**config.mk**
```make
export PLATFORM = sky130hd
export DESIGN_NAME = line_pixel_generator_core_flat
export DESIGN_NICKNAME = d
export VERILOG_FILES = /design/src/sv/lpg_pkg.sv /design/src/sv/lpg_if.sv /design/src/sv/lpg_walker.sv /design/src/sv/lpg_addr.sv /design/src/sv/line_pixel_generator_core.sv /design/src/flat_wrapper.sv
export SDC_FILE = /design/constraint.sdc
export NUM_CORES = 1
export LEC_CHECK = 0
export BUFFER_PORTS_ARGS = -buffer_cell sky130_fd_sc_hd__clkbuf_2
export CAP_MARGIN = 20
export CORE_MARGIN = 2
export CORE_UTILIZATION = 64
export CTS_CLUSTER_SIZE = 16
export DETAILED_ROUTE_END_ITERATION = 8
export PLACE_DENSITY = 0.92
export SYNTH_ARGS = -nofsm -noshare
export SYNTH_HDL_FRONTEND = slang
export SYNTH_SLANG_ARGS = --single-unit
```
**constraint.sdc**
```tcl
create_clock -name clk -period 7.8 [get_ports clk]
set_clock_uncertainty 0.2 [all_clocks]
set_input_delay 1.95 -clock clk [delete_from_list [all_inputs] [get_ports clk]]
set_output_delay 1.95 -clock clk [all_outputs]
set_load 0.1 [all_outputs]
```
**src/sv/lpg_pkg.sv**
```systemverilog
// Shared types and constants for the line pixel generator.
package lpg_pkg;

  localparam int unsigned COORD_W = 12;
  localparam int unsigned SIDE_W  = 12;
  localparam int unsigned ADDR_W  = 22;

  typedef logic signed [COORD_W-1:0] coord_t;
  typedef logic [SIDE_W-1:0]         side_t;
  typedef logic [ADDR_W-1:0]         addr_t;

  // Input commands
  localparam logic CMD_START = 1'b0;
  localparam logic CMD_STEP  = 1'b1;

  // Configuration register indexes
  localparam logic REG_SCREEN_WIDTH  = 1'b0;
  localparam logic REG_SCREEN_HEIGHT = 1'b1;

  localparam side_t SCREEN_WIDTH_RST  = 12'd700;
  localparam side_t SCREEN_HEIGHT_RST = 12'd700;

  // One walker result on its way to address generation
  typedef struct packed {
    logic   pixel_valid;
    coord_t pixel_x;
    coord_t pixel_y;
    logic   last_pixel;
  } pixel_t;

endpackage

```
**src/sv/lpg_if.sv**
```systemverilog
// Valid/ready channel interfaces for line commands and pixel results.
interface lpg_cmd_if;
  logic            valid;
  logic            ready;
  logic            cmd;
  lpg_pkg::coord_t start_x;
  lpg_pkg::coord_t start_y;
  lpg_pkg::coord_t end_x;
  lpg_pkg::coord_t end_y;

  modport source (output valid, cmd, start_x, start_y, end_x, end_y, input ready);
  modport sink   (input valid, cmd, start_x, start_y, end_x, end_y, output ready);
endinterface

interface lpg_pix_if;
  logic            valid;
  logic            ready;
  logic            pixel_valid;
  lpg_pkg::coord_t pixel_x;
  lpg_pkg::coord_t pixel_y;
  logic            write_enable;
  lpg_pkg::addr_t  write_address;
  logic            last_pixel;

  modport source (output valid, pixel_valid, pixel_x, pixel_y, write_enable,
                  write_address, last_pixel, input ready);
  modport sink   (input valid, pixel_valid, pixel_x, pixel_y, write_enable,
                  write_address, last_pixel, output ready);
endinterface

```
**src/sv/lpg_walker.sv**
```systemverilog
// Bresenham walker: line state, per-command update and the first pipeline register.
module lpg_walker (
  input  logic              clk,
  input  logic              rst,
  lpg_cmd_if.sink           cmd_ch,
  output lpg_pkg::pixel_t   s1_pix,
  output logic              s1_valid,
  input  logic              s2_ready
);

  logic                line_active, line_active_next;
  lpg_pkg::coord_t     cur_x, cur_x_next;
  lpg_pkg::coord_t     cur_y, cur_y_next;
  lpg_pkg::coord_t     major_end, major_end_next;
  logic signed [14:0]  decision, decision_next;
  logic [12:0]         abs_dx, abs_dx_next;
  logic [12:0]         abs_dy, abs_dy_next;
  logic                x_major, x_major_next;
  logic                minor_neg, minor_neg_next;
  lpg_pkg::pixel_t     pix_next;

  logic signed [12:0]  dx, dy;
  logic [12:0]         adx, ady;
  logic                same_dir, xmaj_new;
  logic [14:0]         adx2, ady2, st_adx2, st_ady2;
  lpg_pkg::coord_t     minor_step;
  logic                last;
  logic                accept;

  assign cmd_ch.ready = !s1_valid || s2_ready;
  assign accept       = cmd_ch.valid && cmd_ch.ready;

  always_comb begin
    line_active_next = line_active;
    cur_x_next       = cur_x;
    cur_y_next       = cur_y;
    major_end_next   = major_end;
    decision_next    = decision;
    abs_dx_next      = abs_dx;
    abs_dy_next      = abs_dy;
    x_major_next     = x_major;
    minor_neg_next   = minor_neg;
    pix_next         = '0;
    last             = 1'b0;

    dx       = {cmd_ch.end_x[11], cmd_ch.end_x} - {cmd_ch.start_x[11], cmd_ch.start_x};
    dy       = {cmd_ch.end_y[11], cmd_ch.end_y} - {cmd_ch.start_y[11], cmd_ch.start_y};
    adx      = dx[12] ? (~dx + 13'd1) : dx;
    ady      = dy[12] ? (~dy + 13'd1) : dy;
    same_dir = (!dx[12] && dx != '0 && !dy[12] && dy != '0) || (dx[12] && dy[12]);
    xmaj_new = ady <= adx;
    st_adx2  = {1'b0, adx, 1'b0};
    st_ady2  = {1'b0, ady, 1'b0};

    adx2       = {1'b0, abs_dx, 1'b0};
    ady2       = {1'b0, abs_dy, 1'b0};
    minor_step = minor_neg ? -12'sd1 : 12'sd1;

    if (cmd_ch.cmd == lpg_pkg::CMD_START) begin
      abs_dx_next    = adx;
      abs_dy_next    = ady;
      x_major_next   = xmaj_new;
      minor_neg_next = !same_dir;
      if (xmaj_new) begin
        decision_next = $signed(st_ady2 - {2'b00, adx});
        if (!dx[12]) begin
          cur_x_next = cmd_ch.start_x; cur_y_next = cmd_ch.start_y;
          major_end_next = cmd_ch.end_x;
        end else begin
          cur_x_next = cmd_ch.end_x; cur_y_next = cmd_ch.end_y;
          major_end_next = cmd_ch.start_x;
        end
        last = cur_x_next >= major_end_next;
      end else begin
        decision_next = $signed(st_adx2 - {2'b00, ady});
        if (!dy[12]) begin
          cur_x_next = cmd_ch.start_x; cur_y_next = cmd_ch.start_y;
          major_end_next = cmd_ch.end_y;
        end else begin
          cur_x_next = cmd_ch.end_x; cur_y_next = cmd_ch.end_y;
          major_end_next = cmd_ch.start_y;
        end
        last = cur_y_next >= major_end_next;
      end
      line_active_next     = !last;
      pix_next.pixel_valid = 1'b1;
      pix_next.pixel_x     = cur_x_next;
      pix_next.pixel_y     = cur_y_next;
      pix_next.last_pixel  = last;
    end else if (line_active) begin
      if (x_major) begin
        cur_x_next = cur_x + 12'sd1;
        if (decision[14]) begin
          decision_next = decision + $signed(ady2);
        end else begin
          cur_y_next    = cur_y + minor_step;
          decision_next = decision + $signed(ady2 - adx2);
        end
        last = cur_x_next >= major_end;
      end else begin
        cur_y_next = cur_y + 12'sd1;
        // y-major steps the minor axis only on a strictly positive decision
        if (decision[14] || decision == '0) begin
          decision_next = decision + $signed(adx2);
        end else begin
          cur_x_next    = cur_x + minor_step;
          decision_next = decision + $signed(adx2 - ady2);
        end
        last = cur_y_next >= major_end;
      end
      line_active_next     = !last;
      pix_next.pixel_valid = 1'b1;
      pix_next.pixel_x     = cur_x_next;
      pix_next.pixel_y     = cur_y_next;
      pix_next.last_pixel  = last;
    end
  end

  always_ff @(posedge clk) begin
    if (rst) begin
      line_active <= 1'b0;
      cur_x       <= '0;
      cur_y       <= '0;
      major_end   <= '0;
      decision    <= '0;
      abs_dx      <= '0;
      abs_dy      <= '0;
      x_major     <= 1'b0;
      minor_neg   <= 1'b0;
    end else if (accept) begin
      line_active <= line_active_next;
      cur_x       <= cur_x_next;
      cur_y       <= cur_y_next;
      major_end   <= major_end_next;
      decision    <= decision_next;
      abs_dx      <= abs_dx_next;
      abs_dy      <= abs_dy_next;
      x_major     <= x_major_next;
      minor_neg   <= minor_neg_next;
    end
  end

  always_ff @(posedge clk) begin
    if (rst) begin
      s1_valid <= 1'b0;
    end else if (cmd_ch.ready) begin
      s1_valid <= cmd_ch.valid;
    end
  end

  always_ff @(posedge clk) begin
    if (accept) begin
      s1_pix <= pix_next;
    end
  end

endmodule

```
**src/sv/lpg_addr.sv**
```systemverilog
// Screen clip and frame-buffer address: clip stage, then multiply-add into the result register.
module lpg_addr #(
  parameter int unsigned MAX_SIDE = 2048
) (
  input  logic              clk,
  input  logic              rst,
  input  lpg_pkg::pixel_t   s1_pix,
  input  logic              s1_valid,
  output logic              s2_ready,
  input  lpg_pkg::side_t    screen_width,
  input  lpg_pkg::side_t    screen_height,
  lpg_pix_if.source         pix_ch
);

  lpg_pkg::side_t  w_eff, h_eff;
  logic            in_screen;
  lpg_pkg::side_t  row;

  logic            s2_valid;
  lpg_pkg::pixel_t s2_pix;
  logic            s2_we;
  lpg_pkg::side_t  s2_row;
  logic            s3_ready;
  logic [23:0]     prod_sum;

  // Sides above MAX_SIDE saturate
  assign w_eff = (32'(screen_width) > MAX_SIDE) ? lpg_pkg::side_t'(MAX_SIDE) : screen_width;
  assign h_eff = (32'(screen_height) > MAX_SIDE) ? lpg_pkg::side_t'(MAX_SIDE) : screen_height;

  assign in_screen = s1_pix.pixel_valid
               && !s1_pix.pixel_x[11] && (lpg_pkg::side_t'(s1_pix.pixel_x) < w_eff)
               && !s1_pix.pixel_y[11] && (lpg_pkg::side_t'(s1_pix.pixel_y) < h_eff);
  // Row flip: bottom row of the screen is address row zero
  assign row = h_eff - 12'd1 - lpg_pkg::side_t'(s1_pix.pixel_y);

  assign s3_ready = !pix_ch.valid || pix_ch.ready;
  assign s2_ready = !s2_valid || s3_ready;

  always_ff @(posedge clk) begin
    if (rst) begin
      s2_valid <= 1'b0;
    end else if (s2_ready) begin
      s2_valid <= s1_valid;
    end
  end

  always_ff @(posedge clk) begin
    if (s2_ready && s1_valid) begin
      s2_pix <= s1_pix;
      s2_we  <= in_screen;
      s2_row <= row;
    end
  end

  assign prod_sum = (24'(s2_row) * 24'(w_eff)) + 24'(lpg_pkg::side_t'(s2_pix.pixel_x));

  always_ff @(posedge clk) begin
    if (rst) begin
      pix_ch.valid <= 1'b0;
    end else if (s3_ready) begin
      pix_ch.valid <= s2_valid;
    end
  end

  always_ff @(posedge clk) begin
    if (s3_ready && s2_valid) begin
      pix_ch.pixel_valid   <= s2_pix.pixel_valid;
      pix_ch.pixel_x       <= s2_pix.pixel_x;
      pix_ch.pixel_y       <= s2_pix.pixel_y;
      pix_ch.last_pixel    <= s2_pix.last_pixel;
      pix_ch.write_enable  <= s2_we;
      pix_ch.write_address <= s2_we ? prod_sum[21:0] : '0;
    end
  end

endmodule

```
**src/sv/line_pixel_generator_core.sv**
```systemverilog
// Top level of the line pixel generator: config registers, walker and address pipeline.
// A start command (cmd=0) loads two endpoints and returns the first pixel of the line
// from the endpoint lower on the major axis; each step command (cmd=1) returns the
// next pixel, or a result with pixel_valid=0 and all fields zero when no line is
// active. Each result carries a write enable (pixel inside the configured screen)
// and the row-flipped frame-buffer address (height-1-y)*width+x. One command is
// taken every clock while the result channel gives no back-pressure; a result
// passes through the walker register, the clip register and the multiply-add
// result register in turn. Screen sides above MAX_SIDE saturate to MAX_SIDE;
// change them only while no command is in flight.
module line_pixel_generator_core #(
  parameter int unsigned MAX_SIDE = 2048
) (
  input  logic              clk,
  input  logic              rst,
  input  logic              cfg_wen,
  input  logic              cfg_index,
  input  lpg_pkg::side_t    cfg_data,
  lpg_cmd_if.sink           cmd_ch,
  lpg_pix_if.source         pix_ch
);

  lpg_pkg::side_t  screen_width;
  lpg_pkg::side_t  screen_height;
  lpg_pkg::pixel_t s1_pix;
  logic            s1_valid;
  logic            s2_ready;

  always_ff @(posedge clk) begin
    if (rst) begin
      screen_width  <= lpg_pkg::SCREEN_WIDTH_RST;
      screen_height <= lpg_pkg::SCREEN_HEIGHT_RST;
    end else if (cfg_wen) begin
      case (cfg_index)
        lpg_pkg::REG_SCREEN_WIDTH:  screen_width  <= cfg_data;
        lpg_pkg::REG_SCREEN_HEIGHT: screen_height <= cfg_data;
        default: ;
      endcase
    end
  end

  lpg_walker u_walker (
    .clk      (clk),
    .rst      (rst),
    .cmd_ch   (cmd_ch),
    .s1_pix   (s1_pix),
    .s1_valid (s1_valid),
    .s2_ready (s2_ready)
  );

  lpg_addr #(
    .MAX_SIDE (MAX_SIDE)
  ) u_addr (
    .clk           (clk),
    .rst           (rst),
    .s1_pix        (s1_pix),
    .s1_valid      (s1_valid),
    .s2_ready      (s2_ready),
    .screen_width  (screen_width),
    .screen_height (screen_height),
    .pix_ch        (pix_ch)
  );

`ifndef NO_ASSERTIONS
  a_addr_zero_off_screen: assert property (@(posedge clk) disable iff (rst)
    pix_ch.valid && !pix_ch.write_enable |-> pix_ch.write_address == '0)
    else $error("address nonzero for a pixel outside the screen");

  a_empty_result_clear: assert property (@(posedge clk) disable iff (rst)
    pix_ch.valid && !pix_ch.pixel_valid |->
      !pix_ch.write_enable && !pix_ch.last_pixel &&
      pix_ch.pixel_x == '0 && pix_ch.pixel_y == '0)
    else $error("result without a pixel carries nonzero fields");

  a_start_gives_pixel: assert property (@(posedge clk) disable iff (rst)
    cmd_ch.valid && cmd_ch.ready && cmd_ch.cmd == lpg_pkg::CMD_START |=>
      s1_valid && s1_pix.pixel_valid)
    else $error("start command did not produce a pixel");
`endif

endmodule
```
**src/flat_wrapper.sv**
```systemverilog
// flat-port wrapper written by rule: the top's interface ports become plain ports
module line_pixel_generator_core_flat 
#(
  parameter int unsigned MAX_SIDE = 2048
)
  (clk, rst, cfg_wen, cfg_index, cfg_data, cmd_ch_valid, cmd_ch_cmd, cmd_ch_start_x, cmd_ch_start_y, cmd_ch_end_x, cmd_ch_end_y, cmd_ch_ready, pix_ch_valid, pix_ch_pixel_valid, pix_ch_pixel_x, pix_ch_pixel_y, pix_ch_write_enable, pix_ch_write_address, pix_ch_last_pixel, pix_ch_ready);
  lpg_cmd_if cmd_ch_i ();
  lpg_pix_if pix_ch_i ();
  input  logic clk;
  input  logic rst;
  input  logic cfg_wen;
  input  logic cfg_index;
  input  lpg_pkg::side_t cfg_data;
  input wire logic [$bits(cmd_ch_i.valid)-1:0] cmd_ch_valid;
  input wire logic [$bits(cmd_ch_i.cmd)-1:0] cmd_ch_cmd;
  input wire logic [$bits(cmd_ch_i.start_x)-1:0] cmd_ch_start_x;
  input wire logic [$bits(cmd_ch_i.start_y)-1:0] cmd_ch_start_y;
  input wire logic [$bits(cmd_ch_i.end_x)-1:0] cmd_ch_end_x;
  input wire logic [$bits(cmd_ch_i.end_y)-1:0] cmd_ch_end_y;
  output wire logic [$bits(cmd_ch_i.ready)-1:0] cmd_ch_ready;
  output wire logic [$bits(pix_ch_i.valid)-1:0] pix_ch_valid;
  output wire logic [$bits(pix_ch_i.pixel_valid)-1:0] pix_ch_pixel_valid;
  output wire logic [$bits(pix_ch_i.pixel_x)-1:0] pix_ch_pixel_x;
  output wire logic [$bits(pix_ch_i.pixel_y)-1:0] pix_ch_pixel_y;
  output wire logic [$bits(pix_ch_i.write_enable)-1:0] pix_ch_write_enable;
  output wire logic [$bits(pix_ch_i.write_address)-1:0] pix_ch_write_address;
  output wire logic [$bits(pix_ch_i.last_pixel)-1:0] pix_ch_last_pixel;
  input wire logic [$bits(pix_ch_i.ready)-1:0] pix_ch_ready;
  assign cmd_ch_i.valid = cmd_ch_valid;
  assign cmd_ch_i.cmd = cmd_ch_cmd;
  assign cmd_ch_i.start_x = cmd_ch_start_x;
  assign cmd_ch_i.start_y = cmd_ch_start_y;
  assign cmd_ch_i.end_x = cmd_ch_end_x;
  assign cmd_ch_i.end_y = cmd_ch_end_y;
  assign cmd_ch_ready = cmd_ch_i.ready;
  assign pix_ch_valid = pix_ch_i.valid;
  assign pix_ch_pixel_valid = pix_ch_i.pixel_valid;
  assign pix_ch_pixel_x = pix_ch_i.pixel_x;
  assign pix_ch_pixel_y = pix_ch_i.pixel_y;
  assign pix_ch_write_enable = pix_ch_i.write_enable;
  assign pix_ch_write_address = pix_ch_i.write_address;
  assign pix_ch_last_pixel = pix_ch_i.last_pixel;
  assign pix_ch_i.ready = pix_ch_ready;
  line_pixel_generator_core #(.MAX_SIDE(MAX_SIDE)) u_core (.clk(clk), .rst(rst), .cfg_wen(cfg_wen), .cfg_index(cfg_index), .cfg_data(cfg_data), .cmd_ch(cmd_ch_i), .pix_ch(pix_ch_i));
endmodule
```
; After elaboration in Yosys (flattened, before gate mapping)
; Cells that the tools add are included.
; Widths: inputs -> output; s select.
[classes]
mul = 1
n_mux = 45
n_lt_le_gt_ge = 9
n_reduce_logical = 33
n_addsub = 19
n_bitwise = 4
n_eq_ne = 1
[ops]
columns = cell, count
row1 = $mux 12, 28
row2 = $mux 15, 6
row3 = $add 15x15->15, 4
row4 = $ge 12x12->1, 4
row5 = $sub 14x13->15, 2
row6 = $sub 14x14->15, 2
row7 = $add 13x1->13 const B, 2
row8 = $mux 13, 2
row9 = $mux 26, 1
row10 = $not 13->13, 2
row11 = $reduce_bool 13->1, 2
row12 = $sub 12x12->13, 2
row13 = $mux 25, 1
row14 = $add 12x12->12, 2
row15 = $add 12x2->12 const B, 2
row16 = $gt 12x12->1 const B, 2
row17 = $lt 12x12->1, 2
row18 = $add 22x12->22, 1
row19 = $mul 12x12->22, 1
row20 = $logic_not 15->1, 1
row21 = $le 13x13->1, 1
row22 = $sub 12x1->12 const B, 1
row23 = $sub 12x12->12, 1
row24 = $logic_and 1x1->1, 11
row25 = 6 further kinds, 29
[totals]
output_inout_bits = 51
inputBits = 67
register_bits = 221
wordCells = 142

; Logic depth before layout (Yosys ltp)
; Gate-level depths: netlist (run 1).
[depth]
depth_word = 12
depth_mapped = 26
ltp_nobuf = 24

; Hierarchy
; Synthesis (run 1) repeated with hierarchy kept, for this count alone.
[unflattened]
hier_cells = 2918
area_unflattened_um2 = 24747.5
[modules_own_cells]
columns = mod, area_each_um2, seq_area_each_um2, instances, cells_each
row1 = lpg_walker, 14675.3, 2402.3, 1, 1907
row2 = lpg_addr, 9082.5, 2682.6, 1, 915
row3 = line_pixel_generator_core, 989.7, 480.5, 1, 96

; Worst setup path after synthesis (run 1)
; No wires, ideal clock.
[synth_path]
path_type = input to register
from = input port cmd_ch_end_x[0]
to = register, netlist name u_core.u_walker.s1_pix[23]
path_buffers = 2
setup_time_ps = 266
path_stages = 24
arrival_ps = 6614
path_slack_ps = 720
t_required_ps = 7334
cell_sequence = inv_1 -> ha_1 -> inv_1 -> fa_1 -> a21o_1 -> a21oi_1 -> xnor2_1 -> or4_4 -> nor4_2 -> nand3_1 -> nor3_1 -> inv_1 -> ha_1 -> nand4_1 -> a21oi_1 -> o21ai_0 -> a21oi_1 -> mux2i_1 -> buf_4 -> buf_4 -> mux2i_1 -> nor2_1 -> a31oi_1 -> nor2_1
[synth_lines]
columns = item, line
row1 = from (decl), flat_wrapper.sv:18  ; input wire logic [$bits(cmd_ch_i.end_x)-1:0] cmd_ch_end_x;

==> flow_summary.ini, run 1 <==
[logic_synthesis]
yosysSeqAreaShare_pct = 22.8
syn_avg_cell_area_um2 = 8.32
synth_edf_count = 114
synth_adder_area_share_pct = 26.4
synthesis.area_um2 = 24400
synth_seq_cells = 221
syn_inst = 2933
yosys.area_share.xor_xnor_pct = 5.56
synthMuxAreaShare_pct = 1.43
ys.flop_type = edfxtp_1
synth_compound_area_share_pct = 17.0
synth_nets = 3426
ys_types = 87
async_flop_share_pct = 0
ys_warn_count = 0
synth-simple-area-share_pct = 18.6
synth_top_family_by_area = adder cells

[floorplanning]
coreArea_um2 = 37600
std_cell_rows = 71
die_h_um = 199
start_util_pct = 65.0
io_pins = 118
die_w_um = 199
die_area_um2 = 39700

[clock_tree]
cts_tree = yes
clock-sinks = 221
cts_setup_buffers = 0
clock_path_buffers = 3
ctsResizeCount = 0
clock_latency_ns = 0.56
cts_buffers = 26
cts_root_buffer = clkbuf_16
htree_levels = 1
cts-hold-fix-buffers = 0
clkTransAtPathRegs_ns = 0.06

[global_route]
globalRouteTotalUtil_pct = 35.7
grt_max_degree = 72
first_global_vias = 22200
overflow = 0
antenna_found_initial = 0
grt_first_pass_wirelength_um = 112000

[drt]
wl_met1_um = 26500
drt_iter0_drc = 2310
wl_um = 70300
ant_nets = 0
first_pass_iters = 8
routed-wl-met2_um = 33500
drc = 0
num_vias = 22300
wl_per_cell_um = 19.9
avgViaCountPerCell = 6.31
routed.top_layer = met4
dr_wl_met3_um = 6510

[worst_setup_path]
critical_path.startpoint_type = input port
cp_max_fo = 54
required_ns = 7.91
critPathCaptureType = flop
path_class = input port to flop
crit_arrival_ns = 7.33

[power]
swShare_pct = 50.4
p_per_area_nw_per_um2 = 379
power_leakage_nw = 12.1
power_frac_comb_pct = 71.4
power.switching_mw = 5.03
intPower_mw = 4.96
vdd_drop_max_mv = 0.327
clock_power_share_pct = 11.9
seqPwrFrac_pct = 16.8

[sta]
timing.final.hold_violations = 0
final.min_clock_period_ns = 7.22
final-setup-viol-count = 0
worst_pin_slew_ns = 1.10
fin_tns_setup_ns = 0
max_freq_mhz = 139
maxSlewHeadroom_pct = 26.5
rsz0062_at_grt = false
finalCritPeriodShare_pct = 92.6
final_max_slew_viol_count = 0

[min_path]
worst_hold_path_type = flop to flop

[finish]
final_cell_mix = 408 x inv_1, 304 x nand2_1, 279 x ha_1
antenna_cells = 0
area_delta_synth_final_pct = 7.97
utilization_pct = 70.1
final_nets = 3491
fill_cells = 2789
layout_commonest_cell = inv_1
drive_gt1_share_pct = 7.72
instances_no_fill = 3529

[run]
drv_cap = 0

[place]
gp_congestion = 1.05
dp_cells = 3481
portBuffers = 117
place_hpwl_um = 54500

[status]
status = completed
-- sequential cells by signal, indices dropped and copies added, names as in the netlist, 12 cells and up --
name	cells
u_core.u_addr.pix_ch.write_address	22
u_core.u_walker.cur_x	12
u_core.u_addr.pix_ch.pixel_x	12
u_core.screen_height	12
u_core.u_addr.pix_ch.pixel_y	12
u_core.u_addr.s2_pix	26
u_core.u_walker.cur_y	12
u_core.u_walker.abs_dx	13
u_core.u_walker.decision	15
u_core.u_walker.abs_dy	13
u_core.screen_width	12
u_core.u_walker.s1_pix	26
u_core.u_walker.major_end	12
u_core.u_addr.s2_row	12
-- metal layers --
metal / track usage [%] / vias up
li1: - / 10100
met1: 42.6 / 10600
met2: 61.5 / 1213
met3: 6.30 / 309
met4: 18.7 / 0
met5: 0 / -
-- area by class of cell --
| type | count | area [um2] | area share [%] |
|---|---|---|---|
| multi-input cells | 2188 | 16900 | 64.1 |
| flip-flops and latches | 221 | 5570 | 21.1 |
| inverters | 410 | 1540 | 5.84 |
| repair buffers | 151 | 868 | 3.30 |
| clock buffers | 34 | 711 | 2.70 |
| well taps | 511 | 639 | 2.43 |
| clock inverters | 14 | 131 | 0.499 |
-- power groups by stage --
| stage | clock, mW | sequential, mW | combinational [mW] |
|---|---|---|---|
| after floorplan | 0 | 1.90 | 4.93 |
| after global placement | 0 | 1.68 | 6.39 |
| after detailed placement | 0 | 1.69 | 6.86 |
| after CTS | 1.20 | 1.67 | 6.98 |
| after global routing | 1.24 | 1.69 | 7.81 |
| final | 1.19 | 1.67 | 7.13 |
-- stage by stage --
step	power [mW]	cell area [um2]	hold slack (ns)	setup WS [ns]
after floorplan	6.83	24400	0.200	0.720
after global placement	8.07	25500	0.201	0.332
after detailed placement	8.55	25500	0.205	0.178
after CTS	9.84	26400	0.214	0.729
after global routing	10.7	26400	0.228	0.177
final	9.99	26400	0.214	0.581
-- cells in the mapped netlist, drive strengths merged, types with 12 or more instances --
library cell / n / area, um2
a211oi: 77 / 578
a21o: 38 / 285
a21oi: 179 / 903
a311oi: 18 / 158
a31oi: 17 / 106
and2: 100 / 628
and3: 17 / 106
buf: 17 / 87.6
clkbuf: 97 / 364
dfxtp: 107 / 2140
edfxtp: 114 / 3420
fa: 147 / 2940
ha: 279 / 3490
inv: 409 / 1540
mux2: 14 / 158
mux2i: 19 / 190
nand2: 304 / 1140
nand2b: 21 / 131
nand3: 53 / 265
nand3b: 22 / 165
nor2: 233 / 877
nor2b: 53 / 339
nor3: 58 / 300
o211ai: 36 / 270
o21a: 22 / 165
o21ai: 110 / 554
o21bai: 18 / 135
o311ai: 12 / 113
o31ai: 15 / 113
or3: 22 / 138
xnor2: 97 / 850
xor2: 58 / 508
-- critical path: stages --
cell and delay, ns:
clkbuf_2 0.09, inv_1 0.10, ha_1 0.18, inv_1 0.06, fa_1 0.42, a211oi_1 0.30
o21bai_1 0.15, a21oi_1 0.19, xor2_1 0.30, nand3_1 0.15, nor3_1 0.37, a21oi_1 0.13
a31oi_1 0.19, xnor2_1 0.28, inv_1 0.13, ha_1 0.32, nand4_1 0.13, a21oi_1 0.15
o21ai_0 0.16, a21oi_4 0.25, buf_12 0.29, mux2i_1 0.28, nor2_1 0.07, a21oi_1 0.37
nor2_1 0.11, o21a_1 0.20
-- path summary, 6_finish.rpt --
check | from | to | slack, ns | depth (start not counted)
worst max-delay path | cmd_ch_end_y[0] | u_core.u_walker.s1_pix[12]$_DFFE_PP_ | 0.58 | 26
worst min-delay path | u_core.u_addr.s2_pix[6]$_DFFE_PP_ | u_core.u_addr.pix_ch.pixel_y[5]$_DFFE_PP_ | 0.21 | 0
worst max register to register | u_core.screen_width[11]$_SDFFE_PP0P_ | u_core.u_addr.pix_ch.write_address[18]$_SDFFCE_PN0P_ | 1.03 | 22
worst min register to register | u_core.u_addr.s2_pix[6]$_DFFE_PP_ | u_core.u_addr.pix_ch.pixel_y[5]$_DFFE_PP_ | 0.21 | 0
-- logic make-up (layout without fill, tap and decap cells) --
kind of cell | Yosys count | after routing
fa+ha+maj | 426 | 426
compound gates | 631 | 631
simple gates | 943 | 943
xor+xnor | 155 | 155
mux | 33 | 33
buf+inv | 524 | 609
flops | 221 | 221
(Power assumes the default switching activity.)
==> run 2, diff against run 1 <==
--- a/config.mk
+++ b/config.mk
@@ -6,7 +6,6 @@
 export NUM_CORES = 1
 export LEC_CHECK = 0
 export BUFFER_PORTS_ARGS = -buffer_cell sky130_fd_sc_hd__clkbuf_2
-export CAP_MARGIN = 20
 export CORE_MARGIN = 2
 export CORE_UTILIZATION = 64
 export CTS_CLUSTER_SIZE = 16
==> constraint.sdc (replaced) <==
create_clock -name clk -period 7.9 [get_ports clk]
set_clock_uncertainty 0.2 [all_clocks]
set_input_delay 1.975 -clock clk [delete_from_list [all_inputs] [get_ports clk]]
set_output_delay 1.975 -clock clk [all_outputs]
set_load 0.1 [all_outputs]
==> flow_summary.ini, run 2 (same netlist as run 1, synthesis figures left out) <==
[sta]
maxSlewHeadroom_pct = 15.7
final.min_clock_period_ns = 7.15
max_freq_mhz = 140
final_max_slew_viol_count = 0
final-setup-viol-count = 0
fin_tns_setup_ns = 0
timing.final.hold_violations = 0
finalCritPeriodShare_pct = 90.5
worst_pin_slew_ns = 1.26
rsz0062_at_grt = false

[worst_setup_path]
cp_slowest_stage_delay_ns = 0.50
crit_path_frequent_cell = inv_1
path_cells = clkbuf_2, inv_1, ha_1, inv_1, fa_1, a211oi_1, o21ai_1, a31oi_1, nor4bb_1, a211oi_1, a31oi_1, xor2_1, inv_1, ha_1, nand4_1, a21oi_1, o21ai_0, a21oi_4, buf_4, mux2i_1, nor2_1, a21oi_1, nor2_1, o21a_1
path_class = input port to flop
crit_arrival_ns = 7.28
cp_max_fo = 28
required_ns = 8.03
critical_path.startpoint_type = input port
critPathCaptureType = flop
crit_slowest_cell = a211oi_1

[clock_tree]
clkTransAtPathRegs_ns = 0.06
clock_path_buffers = 3
clock_latency_ns = 0.58
htree_levels = 1
ctsResizeCount = 0
cts_buffers = 26
clock-sinks = 221
cts-hold-fix-buffers = 0
cts_root_buffer = clkbuf_16
cts_setup_buffers = 0
cts_tree = yes

[power]
power_leakage_nw = 12.1
swShare_pct = 49.7
intPower_mw = 4.97
power.switching_mw = 4.91
seqPwrFrac_pct = 16.7
p_per_area_nw_per_um2 = 374
vdd_drop_max_mv = 0.373
power_frac_comb_pct = 70.0
clock_power_share_pct = 13.2

[finish]
reg_top3 = u_core.u_addr.s2_pix x26, u_core.u_walker.s1_pix x26, u_core.u_addr.pix_ch.write_address x22
antenna_cells = 0
fin_area_um2 = 26400
area_delta_synth_final_pct = 8.23
final_nets = 3489
layout_commonest_cell = inv_1
final_cell_mix = 408 x inv_1, 304 x nand2_1, 279 x ha_1
drive_gt1_share_pct = 7.86

[place]
place_hpwl_um = 55300
portBuffers = 117
dpl-instance-area_um2 = 25500
gp_congestion = 1.05

[drt]
avgViaCountPerCell = 6.29
wl_um = 71400
num_vias = 22200
routed.top_layer = met4
routed-wl-met2_um = 34400
drt_iter0_drc = 2034
wl_per_cell_um = 20.2
dr_wl_met3_um = 6160
wl_met1_um = 27100
first_pass_iters = 8
ant_nets = 0
drc = 0

[global_route]
overflow = 0
globalRouteTotalUtil_pct = 36.2
first_global_vias = 22300
antenna_found_initial = 0
grt_first_pass_wirelength_um = 114000
grt_max_degree = 71

[run]
drv_cap = 0

[status]
status = completed

[floorplanning]
die_h_um = 199
io_pins = 118
coreArea_um2 = 37600
start_util_pct = 65.0
die_area_um2 = 39700
std_cell_rows = 71
die_w_um = 199

[min_path]
worst_hold_path_type = flop to flop
==> run 2: changes by cell type in the layout (fill, tap and decap cells not counted), sizes merged <==
cell	previous run	this run
clkinvlp	4	2
bufinv	1	4
clkbuf	150	145
inv	409	414
clkinv	10	9
buf	35	33
==> run 2: power by group through the flow <==
stage / clock network [mW] / logic (mW) / registers [mW]
after floorplan: 0 / 4.86 / 1.87
after global placement: 0 / 6.32 / 1.66
after detailed placement: 0 / 6.70 / 1.67
after CTS: 1.31 / 6.81 / 1.65
after global routing: 1.35 / 7.61 / 1.67
final: 1.31 / 6.92 / 1.65
==> run 2: area by class of cell <==
class                   count  area, um2
multi-input cells        2188      16900
fillers                  2779      11200
flip-flops and latches    221       5570
inverters                 410       1540
repair buffers            149        841
clock buffers              29        683
well taps                 511        639
clock inverters            19        248
==> run 2: critical path: cells and delay by family <==
kind                     cells  cell delay, ns
XOR/XNOR                     1            0.28
AO/OA/AOI/OAI               10            2.62
AND/OR/NAND/NOR              4            0.42
adder cells (fa/ha/maj)      3            0.95
buffers and inverters        5            0.74
multiplexers                 1            0.27
==> run 2: worst paths after layout <==
check | start | to | slack [ns] | cells past startpoint
max reg2reg | u_core.screen_width[11]$_SDFFE_PP0P_ | u_core.u_addr.pix_ch.write_address[18]$_SDFFCE_PN0P_ | 0.87 | 22
min | u_core.u_addr.s2_pix[9]$_DFFE_PP_ | u_core.u_addr.pix_ch.pixel_y[8]$_DFFE_PP_ | 0.22 | 0
min reg2reg | u_core.u_addr.s2_pix[9]$_DFFE_PP_ | u_core.u_addr.pix_ch.pixel_y[8]$_DFFE_PP_ | 0.22 | 0
max | cmd_ch_end_x[0] | u_core.u_walker.s1_pix[12]$_DFFE_PP_ | 0.75 | 24
==> run 2: per-stage QoR <==
step | utilization [%] | setup WS (ns) | total power [mW] | std cells | hold WS [ns]
CTS | 70.3 | 0.669 | 9.77 | 3527 | 0.222
finish | 70.3 | 0.752 | 9.88 | 3527 | 0.220
global placement | 67.8 | 0.300 | 7.98 | 3479 | 0.205
floorplan | - | 0.795 | 6.74 | 2933 | 0.200
detailed placement | 67.8 | 0.287 | 8.36 | 3479 | 0.207
global route | 70.3 | 0.163 | 10.6 | 3527 | 0.230
==> run 2: routing by layer <==
| layer | global-route usage, % | vias to the layer above |
|---|---|---|
| li1 | - | 10100 |
| met1 | 42.8 | 10500 |
| met2 | 63.0 | 1247 |
| met3 | 6.41 | 316 |
| met4 | 18.5 | 0 |
| met5 | 0 | - |
